File: src/design/mexp_pkg.sv
// Shared types, constants and reduction functions for modular exponentiation.
`timescale 1ns / 1ps

package mexp_pkg;

  localparam int DATA_W       = 8;
  localparam int MOD_W        = 9;
  localparam int PROD_W       = 2 * MOD_W;
  localparam int EXP_BITS_DEF = 8;
  localparam int QUEUE_DEPTH  = 2;

  localparam logic [MOD_W-1:0] MODULUS_RESET = MOD_W'(17);

  // One queued transaction, already classified by the front end.
  typedef struct packed {
    logic [MOD_W-1:0]  base_r;
    logic [DATA_W-1:0] exponent;
    logic              zero_mod;
  } qentry_t;

  // Data handed from one exponent-bit stage to the next.
  typedef struct packed {
    logic              valid;
    logic [MOD_W-1:0]  acc;
    logic [MOD_W-1:0]  sq;
    logic [DATA_W-1:0] exponent;
    logic              zero_mod;
  } stage_t;

  // Products inside a stage, before and after partial reduction.
  typedef struct packed {
    logic              valid;
    logic              mul_en;
    logic [PROD_W-1:0] pa;
    logic [PROD_W-1:0] ps;
    logic [DATA_W-1:0] exponent;
    logic              zero_mod;
  } prod_t;

  // Base below 256, so the quotient has at most eight bits.
  function automatic logic [MOD_W-1:0] base_mod(logic [DATA_W-1:0] b, logic [MOD_W-1:0] m);
    logic [DATA_W+MOD_W-1:0] r;
    logic [DATA_W+MOD_W-1:0] t;
    r = (DATA_W+MOD_W)'(b);
    for (int k = DATA_W - 1; k >= 0; k--) begin
      t = (DATA_W+MOD_W)'(m) << k;
      if (r >= t) begin
        r = r - t;
      end
    end
    return r[MOD_W-1:0];
  endfunction

  // Products of two residues are below m squared, so the quotient fits in
  // nine bits; the upper five quotient bits are resolved here.
  function automatic logic [PROD_W-1:0] red_hi(logic [PROD_W-1:0] p, logic [MOD_W-1:0] m);
    logic [PROD_W-1:0] r;
    logic [PROD_W-1:0] t;
    r = p;
    for (int k = MOD_W - 1; k >= 4; k--) begin
      t = PROD_W'(m) << k;
      if (r >= t) begin
        r = r - t;
      end
    end
    return r;
  endfunction

  // Lower four quotient bits.
  function automatic logic [PROD_W-1:0] red_lo(logic [PROD_W-1:0] p, logic [MOD_W-1:0] m);
    logic [PROD_W-1:0] r;
    logic [PROD_W-1:0] t;
    r = p;
    for (int k = 3; k >= 0; k--) begin
      t = PROD_W'(m) << k;
      if (r >= t) begin
        r = r - t;
      end
    end
    return r;
  endfunction

endpackage

File: src/design/mexp_queue.sv
// Short queue between the front end and the exponentiation pipeline.
`timescale 1ns / 1ps

module mexp_queue (
  input  logic             clk,
  input  logic             rst,
  input  logic             push,
  input  mexp_pkg::qentry_t wr_entry,
  input  logic             pop,
  output mexp_pkg::qentry_t head,
  output logic             empty,
  output logic             full
);
  import mexp_pkg::*;

  localparam int PTR_W = (QUEUE_DEPTH > 1) ? $clog2(QUEUE_DEPTH) : 1;

  qentry_t          slots [QUEUE_DEPTH];
  logic [PTR_W-1:0] wr_ptr;
  logic [PTR_W-1:0] rd_ptr;
  logic [PTR_W:0]   count;

  assign empty = (count == '0);
  assign full  = (count == (PTR_W+1)'(QUEUE_DEPTH));
  assign head  = slots[rd_ptr];

  always_ff @(posedge clk) begin
    if (push) begin
      slots[wr_ptr] <= wr_entry;
    end
  end

  always_ff @(posedge clk) begin
    if (rst) begin
      wr_ptr <= '0;
      rd_ptr <= '0;
      count  <= '0;
    end else begin
      if (push) begin
        wr_ptr <= (wr_ptr == PTR_W'(QUEUE_DEPTH - 1)) ? '0 : wr_ptr + 1'b1;
      end
      if (pop) begin
        rd_ptr <= (rd_ptr == PTR_W'(QUEUE_DEPTH - 1)) ? '0 : rd_ptr + 1'b1;
      end
      if (push && !pop) begin
        count <= count + 1'b1;
      end else if (pop && !push) begin
        count <= count - 1'b1;
      end
    end
  end

endmodule

File: config.mk
export PLATFORM = sky130hd
export DESIGN_NAME = mexp_queue
export DESIGN_NICKNAME = d
export VERILOG_FILES = /design/src/design/mexp_pkg.sv /design/src/design/mexp_queue.sv
export SDC_FILE = /design/constraint.sdc
export NUM_CORES = 1
export LEC_CHECK = 0
export BUFFER_PORTS_ARGS = -buffer_cell sky130_fd_sc_hd__buf_4
export CAP_MARGIN = 5
export CORE_MARGIN = 5
export CORE_UTILIZATION = 40
export DETAILED_ROUTE_END_ITERATION = 16
export PLACE_DENSITY = 0.73
export SLEW_MARGIN = 25
export SYNTH_ARGS = -nofsm -noshare
export SYNTH_HDL_FRONTEND = slang
export SYNTH_SLANG_ARGS = --single-unit
export TNS_END_PERCENT = 50
File: constraint.sdc
create_clock -name clk -period 2.1 [get_ports clk]
set_input_delay 0.105 -clock clk [delete_from_list [all_inputs] [get_ports clk]]
set_output_delay 0.105 -clock clk [all_outputs]
set_load 0.05 [all_outputs]
=== Word-level counts from Yosys, hierarchy flattened ===
Memories as Yosys holds them, arrays and structs flattened. A register that Yosys moved wholly into a read port is not among the register bits.
Index checks and enable logic that the tools add are counted.
W data, S select, Z words.

* Reduce and logical (&&, ||, !) cells: 6
* Add/subtract/negate cells: 4
* Multiplexer cells: 8
* Equality and inequality tests: 1

{| class="wikitable"
|+ Operators with widths
! operator !! count
|-
| $mux W1 || 6
|-
| $mux W2 || 2
|-
| $add A1 B1 Y1 const B || 2
|-
| $add A2 B1 Y2 const B || 1
|-
| $eq A2 B2 Y1 const B || 1
|-
| $logic_and A1 B1 Y1 || 2
|-
| $logic_not A1 Y1 || 2
|-
| $logic_not A2 Y1 || 1
|-
| $reduce_bool A2 Y1 || 1
|-
| $sub A2 B1 Y2 const B || 1
|}

* Output and inout port bits: 20
* Input bits: 22
* RAM bits: 36
* Memories: 1
* Register bits: 4

{| class="wikitable"
|+ Memories
! name !! words !! width !! read ports !! clocked after Yosys merged registers in !! write ports !! line !! source
|-
| slots || 2 || 18 || 1 || 1 || 1 || mexp_queue.sv:18 || <nowiki>qentry_t slots [QUEUE_DEPTH];</nowiki>
|}

=== Logic depth before layout (Yosys ltp) ===
* Depth in word-level cells: 4
* Mapped depth: 5
* Mapped depth without buffers: 5

=== Least setup slack after synthesis ===
OpenSTA, ideal clock, no wires.

* Kind: reg-to-reg
* Start point: register wr_ptr
* End point: memory slots[0][0] (netlist bit), enable pin
* Data arrival time: 1,153 ps
* Cell stages (with the launch flop): 2
* Period minus slack after synthesis: 1,547 ps
* Path buffers: 0
* Library setup time: 395 ps
* Slack: 553 ps
* Path through: dfxtp_1 nor2b_1

{| class="wikitable"
|+ RTL lines
! element !! line !! source
|-
| start: declaration || mexp_queue.sv:19 || <nowiki>logic [PTR_W-1:0] wr_ptr;</nowiki>
|-
| start signal: assignment || mexp_queue.sv:40 || <nowiki>wr_ptr <= (wr_ptr == PTR_W'(QUEUE_DEPTH - 1)) ? '0 : wr_ptr + 1'b1;</nowiki>
|-
| end: declaration || mexp_queue.sv:18 ||
|}

No word-level cell before the write port.

==> impl_metrics.env <==
export IMPL_worstHoldEndpoint="slots[1][1]"
export IMPL_finalSetupViolCount=0
export IMPL_synth_area_top_cells="edfxtp_1 (72%), mux2_2 (13%), dfxtp_1 (6.7%), nor2_1 (1.2%), xnor2_1 (1.2%)"
export IMPL_drv_slew=0
export IMPL_drt_first_pass_iters=2
export IMPL_r2r_start="wr_ptr"
export IMPL_crit_required_ns=2.00
export IMPL_async_flop_share_pct=0
export IMPL_hold_viol=0
export IMPL_rsz0062_at_grt="false"
export IMPL_synth_edf_count=36
export IMPL_crit_path_frequent_cell="buf_4"
export IMPL_htreeDepth=2
export IMPL_pin_count=42
export IMPL_cap_viol_max_count=0
export IMPL_nets=162
export IMPL_clock_power_share_pct=28.0
export IMPL_syn_cell_area_um2=1500
export IMPL_cp_start_kind="register"
export IMPL_grt_ovfl_total=0
export IMPL_worstPathMaxFanout=18
export IMPL_slew_headroom_pct=70.3
export IMPL_final_core_util_pct=57.5
export IMPL_fin_crit_sh_pct=72.0
export IMPL_p_comb_share_pct=21.4
export IMPL_cts_sinks=41
export IMPL_grt_pass1_wl_um=4170
export IMPL_num_vias=824
export IMPL_synth_cell_types=16
export IMPL_num_antenna_cells=0
export IMPL_reg2reg_setup_slack_ns=0.77
export IMPL_syn_avg_cell_area_um2=19.3
export IMPL_coreArea_um2=3660
export IMPL_period_minus_slack_ns=1.51
export IMPL_clk_latency_ns=0.28
export IMPL_antenna_left=0
export IMPL_synthesis_nets=101
export IMPL_fmax_mhz=661
export IMPL_area_delta_synth_final_pct=40.0
export IMPL_cts_tree="yes"
export IMPL_p_sw_share_pct=26.7
export IMPL_post_cts_buffers=0
export IMPL_skew_ns=0.00323
export IMPL_instances_no_fill=188
export IMPL_synth_seq_area_share_pct=78.5
export IMPL_synth_commonest_cells="edfxtp_1 (36), mux2_2 (18), dfxtp_1 (5), nor2_1 (5)"
export IMPL_ir_drop_v=0.000563
export IMPL_r2r_end="slots[1][5]"
export IMPL_cp_arrival_ns=1.41
export IMPL_dp_hpwl_um=1930
export IMPL_status="complete, no violations"
export IMPL_path_buf_inv=2
export IMPL_cts_inserted_buffers=5
export IMPL_root_buffer="clkbuf_8"
export IMPL_synth_most_common_cell="edfxtp_1"
export IMPL_clk_pin_slew_worst_paths_ns=0.07
export IMPL_whs_path_depth=1
export IMPL_row_count=22
export IMPL_yosys_register_bits=41
export IMPL_portBuffers=41
export IMPL_die_h_um=71.3
export IMPL_drc=0
export IMPL_grt_pass1_vias=877
export IMPL_drt_initial_drc_count=33
export IMPL_gp_congestion=0.649
export IMPL_grt_max_degree=19
export IMPL_worst_slew_pin_slew_ns=0.443
export IMPL_wl_per_cell_um=14.0
export IMPL_post_place_cells=168
export IMPL_wl_um=2640
export IMPL_p_per_area_nw_per_um2=906
export IMPL_p_sw_uw=508
export IMPL_critPathMaxStageDelay_ns=0.38
export IMPL_layout_drive_gt1_share_pct=51.4
export IMPL_antenna_found_initial=0
export IMPL_grtUsageTotal_pct=11.1
export IMPL_r2r_cells=2
export IMPL_die_area_um2=5090
export IMPL_setup_tns_ns=0
export IMPL_synth_flop_cell="edfxtp_1"
export IMPL_start_util_pct=41.1
export IMPL_hp_start="wr_entry[1]"
export IMPL_viasPerCell=4.38
export IMPL_pwr_share_seq_pct=50.5
export IMPL_yosys_area_top_type="edfxtp_1"
export IMPL_worstSetupEndpointType="output pin"
export IMPL_hold_class="primary input to register"
export IMPL_leakagePower_nw=0.817
export IMPL_cp_top_family="buffers and inverters"
export IMPL_p_int_mw=1.40
export IMPL_power_total_mw=1.91
export IMPL_yosys_warnings=0
export IMPL_synthCells=78
export IMPL_cpMaxStageDelayCell="mux2_2"
export IMPL_whs_ns=0.0106
export IMPL_die_width_um=71.3
export IMPL_crit_chain="buf_4, mux2_2, buf_4"
export IMPL_crit_type="register to output pin"
export IMPL_ctsLongestPathBuffers=2
export IMPL_synth_top_area_share_pct=71.9
## cell usage in the layout, fill, tap and decap left out, types with 2 or more instances in the layout
| cell | n |
|---|---|
| buf_4 | 44 |
| clkbuf_8 | 7 |
| dfxtp_1 | 5 |
| dlygate4sd3_1 | 12 |
| edfxtp_1 | 36 |
| mux2_2 | 18 |
| nor2_1 | 5 |
| xnor2_1 | 2 |
| xor2_1 | 2 |
## final cells by class
type / count / area [um2]
clock buffer: 7 / 96.3
fill: 294 / 1560
tap: 48 / 60.1
clock inverter: 1 / 5.00
timing repair buffer: 56 / 450
inverter: 1 / 3.75
sequential: 41 / 1180
multi-input combinational: 34 / 309
## sequential cells by signal, summed over array words and instances (netlist names), named ones only
signal / cells
wr_ptr: 1
count: 2
slots: 36
rd_ptr: 1
## cell families after synthesis
logic type | count (synthesis) | share of synthesized area, %
and+or+nand+nor | 9 | 3.08
AOI/OAI and AO/OA | 2 | 0.665
adders and majority gates | 1 | 0.832
muxes | 18 | 13.5
xor gates and xnor gates | 4 | 2.33
buffers and inverters | 3 | 1.08
DFF | 41 | 78.5
## how the worst max path moves through the flow
stage	startpoint	end	slack [ns]	cells past startpoint
6_report	register	head[14]	0.59	3
4_1_cts	register	head[3]	0.56	3
2_1_floorplan	wr_ptr	slots[0][0]	0.55	1
5_1_grt	register	head[5]	0.50	3
3_3_place_gp	wr_ptr	slots[0][8]	0.79	2
3_5_place_dp	wr_ptr	slots[1][5]	0.75	2
## power groups by stage
stage | sequential (mW) | combinational [mW] | clock [mW]
after floorplan | 0.977 | 0.267 | 0
after global placement | 0.979 | 0.389 | 0
after detailed placement | 0.983 | 0.396 | 0
after CTS | 0.965 | 0.400 | 0.549
after global routing | 0.970 | 0.433 | 0.583
final | 0.964 | 0.409 | 0.535
## through the flow
| step | area, um2 | setup WS [ns] |
|---|---|---|
| 6_report | 2110 | 0.587 |
| 5_1_grt | 2110 | 0.501 |
| 4_1_cts | 2010 | 0.562 |
| 3_5_place_dp | 1880 | 0.748 |
| 3_3_place_gp | 1880 | 0.793 |
| 2_1_floorplan | 1500 | 0.553 |
## routing by layer
layer  vias to the layer above  track usage (%)  wire [um]
met5                         -                0          0
met1                       391             11.5        996
met4                         0             5.64         23
met2                        19             19.7       1510
li1                        412                -          -
met3                         2             3.93        106
## timing repair
action	CTS	global route
resized for setup	0	0
hold buffers	2	10
hold endpoints to repair	4	18
Power figures use the tool's default switching activity.
