--- src/design/mexp_pkg.sv ---
// Shared types, constants and reduction functions for modular exponentiation.
`timescale 1ns / 1ps

package mexp_pkg;

  localparam int DATA_W       = 8;
  localparam int MOD_W        = 9;
  localparam int PROD_W       = 2 * MOD_W;
  localparam int EXP_BITS_DEF = 8;
  localparam int QUEUE_DEPTH  = 2;

  localparam logic [MOD_W-1:0] MODULUS_RESET = MOD_W'(17);

  // One queued transaction, already classified by the front end.
  typedef struct packed {
    logic [MOD_W-1:0]  base_r;
    logic [DATA_W-1:0] exponent;
    logic              zero_mod;
  } qentry_t;

  // Data handed from one exponent-bit stage to the next.
  typedef struct packed {
    logic              valid;
    logic [MOD_W-1:0]  acc;
    logic [MOD_W-1:0]  sq;
    logic [DATA_W-1:0] exponent;
    logic              zero_mod;
  } stage_t;

  // Products inside a stage, before and after partial reduction.
  typedef struct packed {
    logic              valid;
    logic              mul_en;
    logic [PROD_W-1:0] pa;
    logic [PROD_W-1:0] ps;
    logic [DATA_W-1:0] exponent;
    logic              zero_mod;
  } prod_t;

  // Base below 256, so the quotient has at most eight bits.
  function automatic logic [MOD_W-1:0] base_mod(logic [DATA_W-1:0] b, logic [MOD_W-1:0] m);
    logic [DATA_W+MOD_W-1:0] r;
    logic [DATA_W+MOD_W-1:0] t;
    r = (DATA_W+MOD_W)'(b);
    for (int k = DATA_W - 1; k >= 0; k--) begin
      t = (DATA_W+MOD_W)'(m) << k;
      if (r >= t) begin
        r = r - t;
      end
    end
    return r[MOD_W-1:0];
  endfunction

  // Products of two residues are below m squared, so the quotient fits in
  // nine bits; the upper five quotient bits are resolved here.
  function automatic logic [PROD_W-1:0] red_hi(logic [PROD_W-1:0] p, logic [MOD_W-1:0] m);
    logic [PROD_W-1:0] r;
    logic [PROD_W-1:0] t;
    r = p;
    for (int k = MOD_W - 1; k >= 4; k--) begin
      t = PROD_W'(m) << k;
      if (r >= t) begin
        r = r - t;
      end
    end
    return r;
  endfunction

  // Lower four quotient bits.
  function automatic logic [PROD_W-1:0] red_lo(logic [PROD_W-1:0] p, logic [MOD_W-1:0] m);
    logic [PROD_W-1:0] r;
    logic [PROD_W-1:0] t;
    r = p;
    for (int k = 3; k >= 0; k--) begin
      t = PROD_W'(m) << k;
      if (r >= t) begin
        r = r - t;
      end
    end
    return r;
  endfunction

endpackage

--- src/design/mexp_front.sv ---
// Front end: modulus register, transaction acceptance and classification.
`timescale 1ns / 1ps

module mexp_front (
  input  logic                        clk,
  input  logic                        rst,
  input  logic                        start,
  input  logic [mexp_pkg::DATA_W-1:0] base_value,
  input  logic [mexp_pkg::DATA_W-1:0] exponent,
  input  logic                        cfg_valid,
  input  logic [mexp_pkg::MOD_W-1:0]  cfg_data,
  input  logic                        q_full,
  output logic                        busy,
  output logic                        cfg_ready,
  output logic                        push,
  output mexp_pkg::qentry_t           wr_entry,
  output logic [mexp_pkg::MOD_W-1:0]  modulus
);
  import mexp_pkg::*;

  always_ff @(posedge clk) begin
    if (rst) begin
      modulus <= MODULUS_RESET;
    end else if (cfg_valid && cfg_ready) begin
      modulus <= cfg_data;
    end
  end

  assign cfg_ready = 1'b1;
  assign busy      = rst || q_full;
  assign push      = start && !busy;

  // The base is reduced once here so every stage works on residues.
  always_comb begin
    wr_entry.base_r   = base_mod(base_value, modulus);
    wr_entry.exponent = exponent;
    wr_entry.zero_mod = (modulus == '0);
  end

endmodule

--- config.mk ---
export PLATFORM = sky130hd
export DESIGN_NAME = mexp_front
export DESIGN_NICKNAME = d
export VERILOG_FILES = /design/src/design/mexp_pkg.sv /design/src/design/mexp_front.sv
export SDC_FILE = /design/constraint.sdc
export NUM_CORES = 1
export LEC_CHECK = 0
export BUFFER_PORTS_ARGS = -buffer_cell sky130_fd_sc_hd__buf_4
export CORE_MARGIN = 4
export CORE_UTILIZATION = 25
export DETAILED_ROUTE_END_ITERATION = 6
export PLACE_DENSITY_LB_ADDON = 0.2
export SYNTH_ARGS = -nofsm -noshare
export SYNTH_HDL_FRONTEND = slang
export SYNTH_SLANG_ARGS = --single-unit
--- constraint.sdc ---
create_clock -name clk -period 24.5 [get_ports clk]
set_clock_uncertainty 0.05 [all_clocks]
set_input_delay 2.45 -clock clk [delete_from_list [all_inputs] [get_ports clk]]
set_output_delay 2.45 -clock clk [all_outputs]
set_load 0.05 [all_outputs]
Word level (Yosys, flattened, before mapping):

Index checks and enable logic that the tools add are counted.

* flip-flop bits (word level): 9
* input port bits: 30
* output and inout bits: 30
* word-level logic and storage cells: 29

* add/subtract/negate cells: 8
* magnitude comparators: 8
* mux-type cells: 8
* reduce and logical (&&, ||, !) cells: 4

Operator list (number)
* $mux 17: 7
* $ge 17x10->1: 1
* $ge 17x11->1: 1
* $ge 17x12->1: 1
* $ge 17x13->1: 1
* $ge 17x14->1: 1
* $ge 17x15->1: 1
* $ge 17x9->1: 1
* $sub 17x10->17: 1
* $sub 17x11->17: 1
* $sub 17x12->17: 1
* $sub 17x13->17: 1
* $sub 17x14->17: 1
* $sub 17x15->17: 1
* $sub 8x16->17: 1
* $ge 8x16->1: 1
* $logic_not 9->1: 1
* $mux 9: 1
* $sub 9x9->9: 1
* $logic_and 1x1->1: 1
* $logic_not 1->1: 1
* $logic_or 1x1->1: 1

Longest topological paths before layout:

Gate-level depths: netlist (run 1).

* depth after elaboration: 16
* mapped depth: 91
* depth with buffers taken out: 84

Least setup slack after synthesis (run 1):

OpenSTA, ideal clock, no wires.

* kind: input port to output port
* start point: input base_value[7] in the netlist's numbering
* end point: output wr_entry[9] in the netlist's numbering
* arrival time: 20385 ps
* data required time: 22000 ps
* setup slack: 1615 ps
* stages on the path: 87
* buffers on the path: 8
* path through: inv_1 > ha_1 > inv_1 > ha_1 > nor2b_1 > a31oi_1 > nor3_1 > clkbuf_1 > ha_1 > a21oi_1 > o21ai_0 > nor4_1 > o21ba_2 > clkbuf_1 > nor2_1 > ha_1 > o21a_1 > o21ai_0 > [51 not listed] > a21o_1 > a21o_1 > a21o_1 > nor4_1 > nand2_1 > mux2i_1 > ha_1 > a21oi_1 > o21ai_0 > a21oi_1 > o21ai_0 > a21o_1 > a21o_1 > a21o_1 > a2111oi_0 > o21ai_0 > nor4b_4 > mux2i_1

RTL lines
* start: declaration: line mexp_front.sv:8 `input logic [mexp_pkg::DATA_W-1:0] base_value,`
* end: declaration: line mexp_front.sv:16 `output mexp_pkg::qentry_t wr_entry,`

==> impl_metrics.toml, run 1 <==
[synthesis]
yosysSeqAreaShare = 0.0363
synthArstFlopShare = 0
synth_edf_count = 0
synth_flop_cell = "dfxtp_1"
ys_ff_latch = 9
synth_nets = 805
ys_types = 71
syn_area_mm2 = 0.00497
synth_cells = 703
ys_warn_count = 0
avgSynthCellArea_um2 = 7.07

[detailed_routing]
wl_um = 15300
drtPass1Iterations = 5
drtIter0Drc = 280
drc_errors = 0
vias_per_cell = 5.02
wl_per_cell_um = 15.4
ant_nets = 0
dr_total_vias = 5017

[cells_and_area]
mostFrequentLayoutCells = "ha_1, nor2_1, inv_1"
layout_commonest_cell = "ha_1"
largestRegisters = "modulus x9"
antenna_cells = 0
syn_to_final_growth_pct = 15.1
postLayoutCoreUtil = 0.293
layout-drive-gt1-share = 0.151
fin_nets = 837
top_register = "modulus"
largest_register_ffs = 9

[worst_setup_path]
cp-start-kind = "input pin"
cp_slowest_cell = "or2_4"
cp.required_ns = 22.00
cp_max_fo = 20
ff2ff_path_depth = 2
worst-endpoint-arrival_ns = 20.38
critical_path.endpoint_type = "output pin"
slowest_delay_ns = 0.41
crit_type = "input pin to output pin"
path_common_cell = "o21ai_0"

[global_routing]
grt_pass1_wl_um = 25100
groute.usage.overall = 0.136
antenna_found_initial = 0
gr-total-overflow = 0
grt_max_degree = 21
grt_pass1_vias = 4846

[worst_hold_path]
hold_depth = 2
hold_class = "flop to flop"

[clock_network]
cts.sinks = 9
root_buffer = "clkbuf_16"
tritoncts = "done"
numCtsBuffers = 3
clkLatencyLatePin_ns = 0.23
clk_path_buf_depth = 2
clk_pin_slew_ns = 0.04
htreeDepth = 1

[sta]
grt_setup_unrepaired = "no"
min_period_over_period = 0.934
hold_violations = 0
setup_violations = 0
worstMarginPinSlew_ns = 0.746
layout_setup_ws_ns = 1.62
fin_crit_ns = 22.88
slew_violations = 0
max_freq_mhz = 43.7
final.setup.tns_ns = 0
max_slew_margin = 0.498

[placed_design]
place_congestion = 0.853
dp_slack_ns = 0.349
hpwl_um = 12900
port_buffers = 42

[floorplan]
start_util = 0.255
die_w_um = 149
io-pin-count = 60
core_area_mm2 = 0.0195
die_y_um = 149
die_area_mm2 = 0.0222
num_rows = 51

[run_status]
outcome = "complete, no violations"

[flow_run]
cap_violations = 0
timing repair:
action | in CTS | in global routing
endpoints found under the setup margin | 0 | 9
setup buffers | 0 | 1
hold buffers | 0 | 0
resized for setup | 0 | 21
final cells by class:
type                            instances  area (um2)
Tap cell                              265         332
Timing Repair Buffer                   50         388
Inverter                               59         221
Fill cell                            2237       13800
Multi-Input combinational cell        612        4520
Sequential cell                         9         180
Clock buffer                            4        78.8
metrics by stage:
stage | std cells | cell area (um2) | hold WS [ns]
finish | 999 | 5720 | 0.506
global route | 999 | 5720 | 0.540
CTS | 998 | 5620 | 0.504
detailed placement | 994 | 5540 | 0.499
global placement | 994 | 5540 | 0.502
floorplan | 703 | 4970 | 0.711
final timing paths:
| path | startpoint | end | slack [ns] |
|---|---|---|---|
| max reg2reg | modulus[4]$_SDFFE_PP1P_ | modulus[4]$_SDFFE_PP1P_ | 23.32 |
| min reg2reg | modulus[7]$_SDFFE_PP0P_ | modulus[7]$_SDFFE_PP0P_ | 0.51 |
| max | base_value[7] | wr_entry[13] | 1.62 |
| min | modulus[7]$_SDFFE_PP0P_ | modulus[7]$_SDFFE_PP0P_ | 0.51 |
synthesized netlist by cell type (all sizes together) (4+ instances only):
cell,n,area share
clkbuf,9,0.0068
and3,7,0.0088
nor2b,13,0.016
a21oi,51,0.052
mux2,27,0.062
o21ai,56,0.056
and2,7,0.0088
buf,14,0.019
fa,7,0.028
o31ai,7,0.011
or4,4,0.0060
xor2,25,0.044
and4,4,0.0076
xnor2,24,0.042
a211oi,5,0.0076
nand3,12,0.012
a31oi,6,0.0076
a211o,4,0.0073
nor3,20,0.020
nand2,56,0.042
o211ai,8,0.012
inv,59,0.045
a21boi,5,0.0076
nand2b,12,0.015
nor2,64,0.048
or2,6,0.0076
nand4,13,0.016
o2111ai,4,0.0070
nor3b,5,0.0076
nor4,9,0.013
ha,65,0.16
a21o,19,0.029
mux2i,15,0.030
o21a,11,0.017
dfxtp,9,0.036
worst max-delay path, delay by kind of cell:
kind / cells / cell delay (ns)
and+or+nand+nor: 20 / 3.56
AOI/OAI and AO/OA: 39 / 7.96
adders and majority gates: 9 / 2.70
buffers and inverters: 10 / 1.29
muxes: 7 / 2.40
kinds of logic after synthesis:
group | Yosys count | share of synthesized area
buffers and inverters | 82 | 0.0702
adders and majority gates | 72 | 0.192
AOI/OAI and AO/OA | 207 | 0.274
other | 1 | 0.000755
DFF | 9 | 0.0363
and+or+nand+nor | 241 | 0.248
muxes | 42 | 0.0921
xor gates and xnor gates | 49 | 0.0864
layer usage:
metal | vias up | wire, um | global-route usage | share of wire
met3 | 16 | 343 | 0.00608 | 0.022
met2 | 74 | 6650 | 0.218 | 0.43
met5 | - | 0 | 0 | 0
li1 | 2626 | - | - | -
met1 | 2301 | 8140 | 0.205 | 0.53
met4 | 0 | 203 | 0.0220 | 0.013
Power of run 1 is not shown: default switching activity piles up to over one toggle a cycle in this logic, so the estimate is an artifact.
==> inputs of run 2 (changes only) <==
==> constraint.sdc (replaced) <==
create_clock -name clk -period 26.7 [get_ports clk]
set_clock_uncertainty 0.05 [all_clocks]
set_input_delay 2.67 -clock clk [delete_from_list [all_inputs] [get_ports clk]]
set_output_delay 2.67 -clock clk [all_outputs]
set_load 0.05 [all_outputs]
==> run 2 against run 1 <==
  * Register-to-register slack improved by 2.3 ns
  * Count of clock-buffer cells in the layout stayed put
  * Design area is 1.6% lower
  * Final cell count shrank 0.30%
  * Flip-flop and latch count unchanged
  * Global-route usage decreased by 0.48 points
  * First-iteration DRC count up 33%
  * Via count hardly changed
  * Critical path type unchanged
==> impl_metrics.toml, run 2 (synthesized netlist as in run 1, its figures left out) <==
[placed_design]
port_buffers = 42
placed_cell_area_mm2 = 0.00552
place_congestion = 0.800
hpwl_um = 12500

[cells_and_area]
multi_input_area_mm2 = 0.00445
largestRegisters = "modulus x9"
top_register = "modulus"
stdcell_area_mm2 = 0.00563
n_fill_cell = 2227
register_area_um2 = 180
largest_register_ffs = 9
antenna_cells = 0
layout_commonest_cell = "ha_1"
syn_to_final_growth_pct = 13.2
fin_nets = 834
mostFrequentLayoutCells = "ha_1, nor2_1, inv_1"
layout-drive-gt1-share = 0.133

[worst_setup_path]
critical_path.endpoint_type = "output pin"
cp-start-kind = "input pin"
crit_type = "input pin to output pin"
slowest_delay_ns = 0.49
rrSetupSlack_ns = 25.57
cp_slowest_cell = "or2_1"
cp_max_fo = 15
worst-endpoint-arrival_ns = 21.94
cp.required_ns = 23.98

[sta]
setup_violations = 0
final.setup.tns_ns = 0
hold_violations = 0
fin_crit_ns = 24.66
slew_violations = 0
grt_setup_unrepaired = "no"
max_freq_mhz = 40.5
hold_slack_ns = 0.512
worstMarginPinSlew_ns = 0.777
min_period_over_period = 0.924
max_slew_margin = 0.477

[global_routing]
grt_max_degree = 19
grt_pass1_wl_um = 24400
antenna_found_initial = 0
gr-total-overflow = 0
groute.usage.overall = 0.131
grt_pass1_vias = 4803

[detailed_routing]
wl_um = 14700
ant_nets = 0
met3_length_um = 286
drc_errors = 0
met1_length_um = 7840
dr_total_vias = 5014
dr_wl_met2_um = 6490
drtIter0Drc = 371
vias_per_cell = 5.03
wl_per_cell_um = 14.7
top_layer = "met4"
drtPass1Iterations = 5

[worst_hold_path]
hold_class = "flop to flop"

[clock_network]
clkLatencyLatePin_ns = 0.23
cts_hold_buf = 0
cts.sinks = 9
numCtsBuffers = 3
tritoncts = "done"
root_buffer = "clkbuf_16"
htreeDepth = 1
clk_path_buf_depth = 2
clk_pin_slew_ns = 0.04

[flow_run]
cap_violations = 0

[floorplan]
start_util = 0.255
die_area_mm2 = 0.0222
num_rows = 51
die_w_um = 149
die_y_um = 149
core_area_mm2 = 0.0195
io-pin-count = 60

[run_status]
outcome = "complete, no violations"
run 2: final cells by class:
class / count / area share
Tap cell: 265 / 0.0589
Inverter: 59 / 0.0394
Multi-Input combinational cell: 612 / 0.791
Clock buffer: 4 / 0.0140
Sequential cell: 9 / 0.0320
Timing Repair Buffer: 47 / 0.0649
run 2: through the flow:
stage | cells | util | worst slack (ns)
2_1_floorplan | 703 | - | 3.38
3_3_place_gp | 991 | 0.283 | 1.64
3_5_place_dp | 991 | 0.283 | 1.68
4_1_cts | 995 | 0.287 | 1.55
5_1_grt | 996 | 0.288 | 0.0816
6_report | 996 | 0.288 | 2.04
run 2: worst max-delay path: cells and delay by family:
| kind | cells | cell delay (ns) |
|---|---|---|
| AOI/OAI and AO/OA | 45 | 9.58 |
| buffers and inverters | 7 | 1.01 |
| muxes | 4 | 1.49 |
| adders and majority gates | 9 | 2.83 |
| and+or+nand+nor | 19 | 4.31 |
run 2: final timing paths:
kind / from / endpoint / depth (start not counted)
setup / recovery: base_value[7] / wr_entry[12] / 84
setup reg to reg: modulus[4]$_SDFFE_PP1P_ / modulus[4]$_SDFFE_PP1P_ / 2
hold / removal: modulus[7]$_SDFFE_PP0P_ / modulus[7]$_SDFFE_PP0P_ / 2
hold reg to reg: modulus[7]$_SDFFE_PP0P_ / modulus[7]$_SDFFE_PP0P_ / 2
run 2: routing by layer:
metal  global-route usage  vias up
li1                     -     2616
met1                0.195     2333
met2                0.216       59
met3              0.00608        6
met4               0.0165        0
met5                    0        -
run 2: what timing repair did:
| action | CTS | global route |
|---|---|---|
| endpoints found under the setup margin | 0 | 9 |
| gates resized for setup | 0 | 3 |
| setup buffers | 0 | 1 |
Power of run 2 is left out for the same reason.
